<file path="src/rtl/pebd_pkg.sv">
`timescale 1ns / 1ps

package pebd_pkg;

  localparam int TICK_BITS  = 32;
  localparam int GAP_W      = 7;
  localparam int STEP_W     = 16;
  localparam int EV_TICK_W  = 32;
  localparam int OUT_DATA_W = 56;

  localparam logic [1:0] REG_STEP_BITS = 2'd0;
  localparam logic [1:0] REG_GAP_BITS  = 2'd1;
  localparam logic [1:0] REG_SIGN_MAG  = 2'd2;

  localparam logic [2:0] STEP_BITS_RST = 3'd2;
  localparam logic [2:0] GAP_BITS_RST  = 3'd6;
  localparam logic       SIGN_MAG_RST  = 1'b1;

  localparam logic KIND_DATA = 1'b0;
  localparam logic KIND_END  = 1'b1;

  localparam logic STATUS_EVENT = 1'b0;
  localparam logic STATUS_EMPTY = 1'b1;

  typedef logic [TICK_BITS-1:0] tick_t;

  typedef struct packed {
    logic [2:0] step_bits;
    logic [2:0] gap_bits;
    logic       sign_mag_mode;
  } cfg_t;

  typedef struct packed {
    logic       kind;
    logic [7:0] packed_byte;
  } item_t;

  typedef struct packed {
    logic [GAP_W-1:0]     gap_ticks;
    logic [STEP_W-1:0]    step_sum;
    logic [EV_TICK_W-1:0] event_tick;
    logic                 status;
    logic                 last_flag;
  } result_t;

  function automatic logic [STEP_W-1:0] decode_step(logic [7:0] b, cfg_t c);
    logic [7:0]        mask;
    logic [7:0]        raw;
    logic [7:0]        top;
    logic [7:0]        mag;
    logic [STEP_W-1:0] res;
    mask = (8'h01 << c.step_bits) - 8'h01;
    raw  = b & mask;
    top  = 8'h01 << (c.step_bits - 3'd1);
    mag  = raw & (top - 8'h01);
    if (c.step_bits == 3'd0) begin
      res = '0;
    end else if (c.sign_mag_mode) begin
      if ((raw & top) != 8'h00) begin
        res = 16'h0000 - {8'h00, mag};
      end else begin
        res = {8'h00, mag};
      end
    end else if ((raw & top) != 8'h00) begin
      res = {8'hFF, raw | ~mask};
    end else begin
      res = {8'h00, raw};
    end
    return res;
  endfunction

  function automatic logic [GAP_W-1:0] decode_gap(logic [7:0] b, cfg_t c);
    logic [7:0] sh;
    logic [7:0] gmask;
    logic [7:0] g;
    sh    = b >> c.step_bits;
    gmask = (8'h01 << c.gap_bits) - 8'h01;
    g     = sh & gmask;
    return g[GAP_W-1:0];
  endfunction

endpackage

</file>
<file path="src/rtl/pebd_cfg_regs.sv">
`timescale 1ns / 1ps

module pebd_cfg_regs (
  input  logic              clk,
  input  logic              rst_n,
  input  logic              cfg_valid,
  output logic              cfg_ready,
  input  logic [1:0]        cfg_index,
  input  logic [2:0]        cfg_data,
  output pebd_pkg::cfg_t    cfg
);

  pebd_pkg::cfg_t cfg_r;
  pebd_pkg::cfg_t cfg_nxt;

  assign cfg_ready = 1'b1;
  assign cfg       = cfg_r;

  always_comb begin
    cfg_nxt = cfg_r;
    if (cfg_valid) begin
      unique case (cfg_index)
        pebd_pkg::REG_STEP_BITS: cfg_nxt.step_bits     = cfg_data;
        pebd_pkg::REG_GAP_BITS:  cfg_nxt.gap_bits      = cfg_data;
        pebd_pkg::REG_SIGN_MAG:  cfg_nxt.sign_mag_mode = cfg_data[0];
        default:                 cfg_nxt = cfg_r;
      endcase
    end
  end

  always_ff @(posedge clk) begin
    if (!rst_n) begin
      cfg_r.step_bits     <= pebd_pkg::STEP_BITS_RST;
      cfg_r.gap_bits      <= pebd_pkg::GAP_BITS_RST;
      cfg_r.sign_mag_mode <= pebd_pkg::SIGN_MAG_RST;
    end else begin
      cfg_r <= cfg_nxt;
    end
  end

endmodule

</file>
<file path="src/rtl/pebd_in_stage.sv">
`timescale 1ns / 1ps

module pebd_in_stage (
  input  logic              clk,
  input  logic              rst_n,
  input  logic              in_valid,
  output logic              in_ready,
  input  pebd_pkg::item_t   in_item,
  output logic              s1_valid,
  input  logic              s1_take,
  output pebd_pkg::item_t   s1_item
);

  logic            valid_r;
  logic            valid_nxt;
  pebd_pkg::item_t item_r;

  assign in_ready = !valid_r || s1_take;
  assign s1_valid = valid_r;
  assign s1_item  = item_r;

  always_comb begin
    valid_nxt = valid_r;
    if (in_valid && in_ready) begin
      valid_nxt = 1'b1;
    end else if (s1_take) begin
      valid_nxt = 1'b0;
    end
  end

  always_ff @(posedge clk) begin
    if (!rst_n) begin
      valid_r <= 1'b0;
    end else begin
      valid_r <= valid_nxt;
    end
  end

  always_ff @(posedge clk) begin
    if (in_valid && in_ready) begin
      item_r <= in_item;
    end
  end

endmodule

</file>
<file path="src/rtl/pebd_core.sv">
`timescale 1ns / 1ps

module pebd_core (
  input  logic              clk,
  input  logic              rst_n,
  input  pebd_pkg::cfg_t    cfg,
  input  logic              s1_valid,
  output logic              s1_take,
  input  pebd_pkg::item_t   s1_item,
  output logic              out_valid,
  input  logic              out_ready,
  output pebd_pkg::result_t out_res
);

  logic                              pend_v_r;
  logic                              pend_v_nxt;
  logic [pebd_pkg::GAP_W-1:0]        pend_gap_r;
  logic [pebd_pkg::GAP_W-1:0]        pend_gap_nxt;
  logic [pebd_pkg::STEP_W-1:0]       pend_step_r;
  logic [pebd_pkg::STEP_W-1:0]       pend_step_nxt;
  pebd_pkg::tick_t                   tick_r;
  pebd_pkg::tick_t                   tick_nxt;
  logic                              ov_r;
  logic                              ov_nxt;
  pebd_pkg::result_t                 res_r;
  pebd_pkg::result_t                 res_nxt;
  logic                              emit;

  logic [pebd_pkg::STEP_W-1:0]       step;
  logic [pebd_pkg::GAP_W-1:0]        gap;
  logic [pebd_pkg::TICK_BITS:0]      tick_sum;

  assign s1_take   = s1_valid && (!ov_r || out_ready);
  assign out_valid = ov_r;
  assign out_res   = res_r;

  assign step     = pebd_pkg::decode_step(s1_item.packed_byte, cfg);
  assign gap      = pebd_pkg::decode_gap(s1_item.packed_byte, cfg);
  assign tick_sum = {1'b0, tick_r} + (pebd_pkg::TICK_BITS + 1)'(gap);

  always_comb begin
    pend_v_nxt    = pend_v_r;
    pend_gap_nxt  = pend_gap_r;
    pend_step_nxt = pend_step_r;
    tick_nxt      = tick_r;
    emit          = 1'b0;
    res_nxt.gap_ticks  = pend_gap_r;
    res_nxt.step_sum   = pend_step_r;
    res_nxt.event_tick = pebd_pkg::EV_TICK_W'(tick_r);
    res_nxt.status     = pebd_pkg::STATUS_EVENT;
    res_nxt.last_flag  = 1'b0;
    if (s1_take) begin
      if (s1_item.kind == pebd_pkg::KIND_END) begin
        emit              = 1'b1;
        res_nxt.last_flag = 1'b1;
        if (!pend_v_r) begin
          res_nxt.gap_ticks  = '0;
          res_nxt.step_sum   = '0;
          res_nxt.event_tick = '0;
          res_nxt.status     = pebd_pkg::STATUS_EMPTY;
        end
        pend_v_nxt    = 1'b0;
        pend_gap_nxt  = '0;
        pend_step_nxt = '0;
        tick_nxt      = '0;
      end else if (gap == '0) begin
        if (pend_v_r) begin
          pend_step_nxt = pend_step_r + step;
        end
      end else begin
        emit          = pend_v_r;
        pend_v_nxt    = 1'b1;
        pend_gap_nxt  = gap;
        pend_step_nxt = step;
        tick_nxt      = tick_sum[pebd_pkg::TICK_BITS] ? '1
                                                      : tick_sum[pebd_pkg::TICK_BITS-1:0];
      end
    end
  end

  always_comb begin
    ov_nxt = ov_r;
    if (emit) begin
      ov_nxt = 1'b1;
    end else if (out_ready) begin
      ov_nxt = 1'b0;
    end
  end

  always_ff @(posedge clk) begin
    if (!rst_n) begin
      pend_v_r    <= 1'b0;
      pend_gap_r  <= '0;
      pend_step_r <= '0;
      tick_r      <= '0;
      ov_r        <= 1'b0;
    end else begin
      pend_v_r    <= pend_v_nxt;
      pend_gap_r  <= pend_gap_nxt;
      pend_step_r <= pend_step_nxt;
      tick_r      <= tick_nxt;
      ov_r        <= ov_nxt;
    end
  end

  always_ff @(posedge clk) begin
    if (emit) begin
      res_r <= res_nxt;
    end
  end

endmodule

</file>
<file path="src/rtl/packed_event_byte_decoder.sv">
`timescale 1ns / 1ps
// Packed event byte decoder.
// Input stream (in_*): one request per byte; in_tuser is the kind (0 data byte,
// 1 end of stream), in_tdata is the packed byte. A data byte with a nonzero gap
// releases the previously pending event; a zero-gap byte merges its step into
// the pending event. End of stream releases the pending event with tlast set,
// or a no-events status, and clears the event state.
// Result stream (out_*): tdata carries gap, merged step and cumulative tick;
// tuser is the status, tlast closes the stream.
// Config port (cfg_*): index 0 step width, 1 gap width, 2 sign-magnitude
// mode; always ready, write only while the stream is idle.
// Order: a releasing request is registered in the input register, then its
// result is loaded into the result register once that register is free or
// being taken. Throughput: one byte per cycle while the result stream does not
// stall, set by the combinational decode and state update.
// Reset clears the event state and loads config defaults (2, 6, 1).
// When out_tready is low with a result waiting, the result register holds,
// the next byte holds in the input register and in_tready drops once that
// register is occupied.
module packed_event_byte_decoder (
  input  logic        clk,
  input  logic        rst_n,
  input  logic        in_tvalid,
  output logic        in_tready,
  input  logic [7:0]  in_tdata,   // [7:0] packed_byte
  input  logic        in_tuser,   // [0] kind
  output logic        out_tvalid,
  input  logic        out_tready,
  output logic [pebd_pkg::OUT_DATA_W-1:0] out_tdata,
                                  // [6:0] gap_ticks, [22:7] step_sum, [54:23] event_tick
  output logic        out_tuser,  // [0] status
  output logic        out_tlast,
  input  logic        cfg_valid,
  output logic        cfg_ready,
  input  logic [1:0]  cfg_index,
  input  logic [2:0]  cfg_data
);

  pebd_pkg::cfg_t    cfg;
  pebd_pkg::item_t   in_item;
  pebd_pkg::item_t   s1_item;
  pebd_pkg::result_t res;
  logic              s1_valid;
  logic              s1_take;

  assign in_item.kind        = in_tuser;
  assign in_item.packed_byte = in_tdata;

  pebd_cfg_regs u_cfg (
    .clk       (clk),
    .rst_n     (rst_n),
    .cfg_valid (cfg_valid),
    .cfg_ready (cfg_ready),
    .cfg_index (cfg_index),
    .cfg_data  (cfg_data),
    .cfg       (cfg)
  );

  pebd_in_stage u_in (
    .clk      (clk),
    .rst_n    (rst_n),
    .in_valid (in_tvalid),
    .in_ready (in_tready),
    .in_item  (in_item),
    .s1_valid (s1_valid),
    .s1_take  (s1_take),
    .s1_item  (s1_item)
  );

  pebd_core u_core (
    .clk       (clk),
    .rst_n     (rst_n),
    .cfg       (cfg),
    .s1_valid  (s1_valid),
    .s1_take   (s1_take),
    .s1_item   (s1_item),
    .out_valid (out_tvalid),
    .out_ready (out_tready),
    .out_res   (res)
  );

  assign out_tdata = {1'b0, res.event_tick, res.step_sum, res.gap_ticks};
  assign out_tuser = res.status;
  assign out_tlast = res.last_flag;

endmodule

</file>
<file path="config.mk">
export PLATFORM = sky130hd
export DESIGN_NAME = packed_event_byte_decoder
export DESIGN_NICKNAME = d
export VERILOG_FILES = /design/src/rtl/pebd_pkg.sv /design/src/rtl/pebd_cfg_regs.sv /design/src/rtl/pebd_in_stage.sv /design/src/rtl/pebd_core.sv /design/src/rtl/packed_event_byte_decoder.sv
export SDC_FILE = /design/constraint.sdc
export NUM_CORES = 1
export LEC_CHECK = 0
export BUFFER_PORTS_ARGS = -buffer_cell sky130_fd_sc_hd__buf_2
export CORE_ASPECT_RATIO = 1.25
export CORE_MARGIN = 1.5
export CORE_UTILIZATION = 40
export DETAILED_ROUTE_END_ITERATION = 8
export PLACE_DENSITY = 0.59
export SKIP_LAST_GASP = 1
export SLEW_MARGIN = 20
export SYNTH_ARGS = -nofsm -noshare
export SYNTH_HDL_FRONTEND = slang
export SYNTH_SLANG_ARGS = --single-unit
</file>
<file path="constraint.sdc">
create_clock -name clk -period 6.8 [get_ports clk]
set_input_delay 1.02 -clock clk [delete_from_list [all_inputs] [get_ports clk]]
set_output_delay 1.02 -clock clk [all_outputs]
set_load 0.05 [all_outputs]
</file>
==> metrics.txt <==
Initial Util=40.6%; Post-Syn Area=7560 um^2; GR Overflow Total=0; core area=18600 um^2; vias in the first global route=6014; VDD IR max=0.165 mV; DR vias=6343; crit path cell chain=nor3_1 > inv_1 > ha_1 > nand4bb_1 > nand3_1 > and2_1 > a211oi_1 > a21oi_1 > nand2_1 > inv_1 > ha_1 > a21o_1 > a21o_1 > o21a_1 > a31oi_1 > nand2_1 > a2111oi_4 > a21oi_4 > o21ai_2 > mux2i_1 > a31oi_1 > o211a_1; DRT Pass-1 Iters=9; largest net degree at the start of global routing=55; crit path max-delay cell type=dfxtp_1; Slew Limit Fails=0; Unique masters post-synth=74; DR WL/cell=16.1 um; crit path DAT=5.91 ns; filler instances=1820; TritonCTS Buffers=17; Die Span Y=157 um; Hold WS=0.471 ns; Hold Vio Cnt, Final=0; TritonCTS Sinks=131; Synthesized Nets=882; Tcrit/Tclk final=82.2%; Placer Congestion=0.922; most common cell in the synthesized netlist=nor2_1; Routed WL=18.5 mm; pre-CTS setup slack=1.26 ns; Rel. slew slack=28.2%; clk buf depth=2; Tot GR Track Use=19.1%; post-route ant nets=0; Root Buffer=clkbuf_16; I/O pin count=80; WS Path Type=register to register; status=finished, violations left; crit path capture type=register; cell taking the most area after synthesis=edfxtp_1; Post-CTS Setup Bufs=0; Setup-failing EPs final=0; IO Port Bufs=77; layout cells sized above 1=17.7%; full die area=19800 um^2; Tmin final=5.59 ns; Synth top area share=26.2%; leakage=0.00337 uW; CP required=7.12 ns; Post-synth EDFFs=66; synthesized flop and latch total=131; violated checks=DRC; # DRC=8; NumNets Final=939; Least-Margin Pin Slew=1.07 ns; H-Tree Depth=4; P&R area growth vs syn=15.1%; worst clock skew=0.0109 ns; top cells by area, synth=edfxtp_1 (26%), dfxtp_1 (17%), a21oi_1 (5.0%), and2_1 (4.8%), nor2_1 (4.7%); TritonCTS clock tree=yes; Yosys warnings=0; worst hold path class=register to register; crit path launch type=register; ys flop type=edfxtp_1; Worst-path clk slew=0.06 ns; Mapped Avg Cell Area=8.99 um^2; Post-Syn Instances=841; Reg area=3280 um^2; Iteration-0 DRC Markers=412; setup TNS=0 ns; n_diodes=0; Layout Cells excl Fill=1143; Final WS setup=1.21 ns; Core Rows=56; post-CTS resize count=0; global-route wire length before repair=30.1 mm; max-cap violations=0; dpl cells=1111; Achievable Freq=179 MHz; initial antenna violation count=0; Multi-input gate area=3980 um^2; clock insertion delay at the later pin of the skew report=0.43 ns; Post-CTS Hold Buffers=0; async set-reset flop share out of synthesis=0%; synth cell count leaders=nor2_1 (95), a21oi_1 (76), edfxtp_1 (66), nand2_1 (66), dfxtp_1 (65); unrepaired setup endpoints after global routing=no; sequential-to-total area share from yosys stat=43.4%; slowest stage delay, CP=0.48 ns; Via density=5.55; Crit Path Max Fanout=18; dpl hpwl=12.8 mm; Die Span X=126 um; Cell Pwr Density=240 nW/um^2
[cells by family (layout without fill, tap and decap cells)]
family	after synthesis	count (layout)	synth area share (%)
AOI/OAI and AO/OA	227	227	20.5
xor gates and xnor gates	14	14	1.62
adders and majority gates	24	24	4.10
buffers and inverters	79	149	4.25
DFF	131	131	43.4
muxes	27	27	3.74
other	2	2	0.0993
and+or+nand+nor	337	337	22.3
[cells in the final DEF, fill, tap and decap left out, drive strengths merged, types with 8 or more instances in the layout]
master,instances
mux2i,20
nor3,35
inv,32
a31oi,20
nand3,20
and2,58
a211oi,16
nor2,95
nand2,66
xnor2,11
edfxtp,66
a21oi,79
buf,89
dfxtp,65
o21ai,33
o221a,10
and3,10
clkbuf,17
clkinv,8
ha,20
nor2b,10
[final timing paths]
path | startpoint | to | slack [ns] | depth (start not counted)
worst max-delay path | u_cfg.cfg[4] | u_core.pend_step_r[15] | 1.21 | 22
worst min-delay path | u_core.pend_step_r[8] | u_core.pend_step_r[8] | 0.47 | 2
worst max register to register | u_cfg.cfg[4] | u_core.pend_step_r[15] | 1.21 | 22
worst min register to register | u_core.pend_step_r[8] | u_core.pend_step_r[8] | 0.47 | 2
[state kept, by name (all words and copies together) (netlist names)]
register,count
u_core.pend_step_r,16
u_cfg.cfg,7
u_core.out_valid,1
u_core.tick_r,32
u_in.s1_item,9
u_core.pend_gap_r,7
u_core.pend_v_r,1
u_core.out_res,57
u_in.s1_valid,1
[worst max-delay path: cells and delay by family (launching register included)]
family	cells	cell delay (ns)
adder cells (fa/ha/maj)	2	0.65
AND/OR/NAND/NOR	6	1.62
multiplexers	1	0.21
AO/OA/AOI/OAI	11	2.24
flip-flops	1	0.48
buffers and inverters	2	0.26
[power breakdown]
group	leakage [uW]	switching, uW	total, uW	internal (uW)
combinational	0.00198	217	319	102
sequential	0.00112	18.9	875	856
clock	0.000277	380	892	512
[routing by layer]
layer	vias to the layer above	part of all wire (%)	track usage, %
li1	3194	-	-
met1	2965	44	22.9
met2	167	51	34.2
met3	17	3.9	3.73
met4	0	1.3	6.62
met5	-	0	0
[metrics by stage]
step	util (%)	instance area, um^2	total power, uW
2_1_floorplan	-	7560	1140
6_report	46.7	8700	2090
4_1_cts	46.7	8700	2100
3_5_place_dp	43.6	8130	1210
3_3_place_gp	43.6	8130	1210
5_1_grt	46.7	8700	2170
[area by class of cell]
cell class,count,area share (%)
clock inverters,15,1.67
well taps,232,3.34
flip-flops and latches,131,37.7
repair buffers,89,5.46
multi-input cells,631,45.7
clock buffers,17,4.89
inverters,28,1.21
No activity file was read; power rests on OpenSTA's default activity.
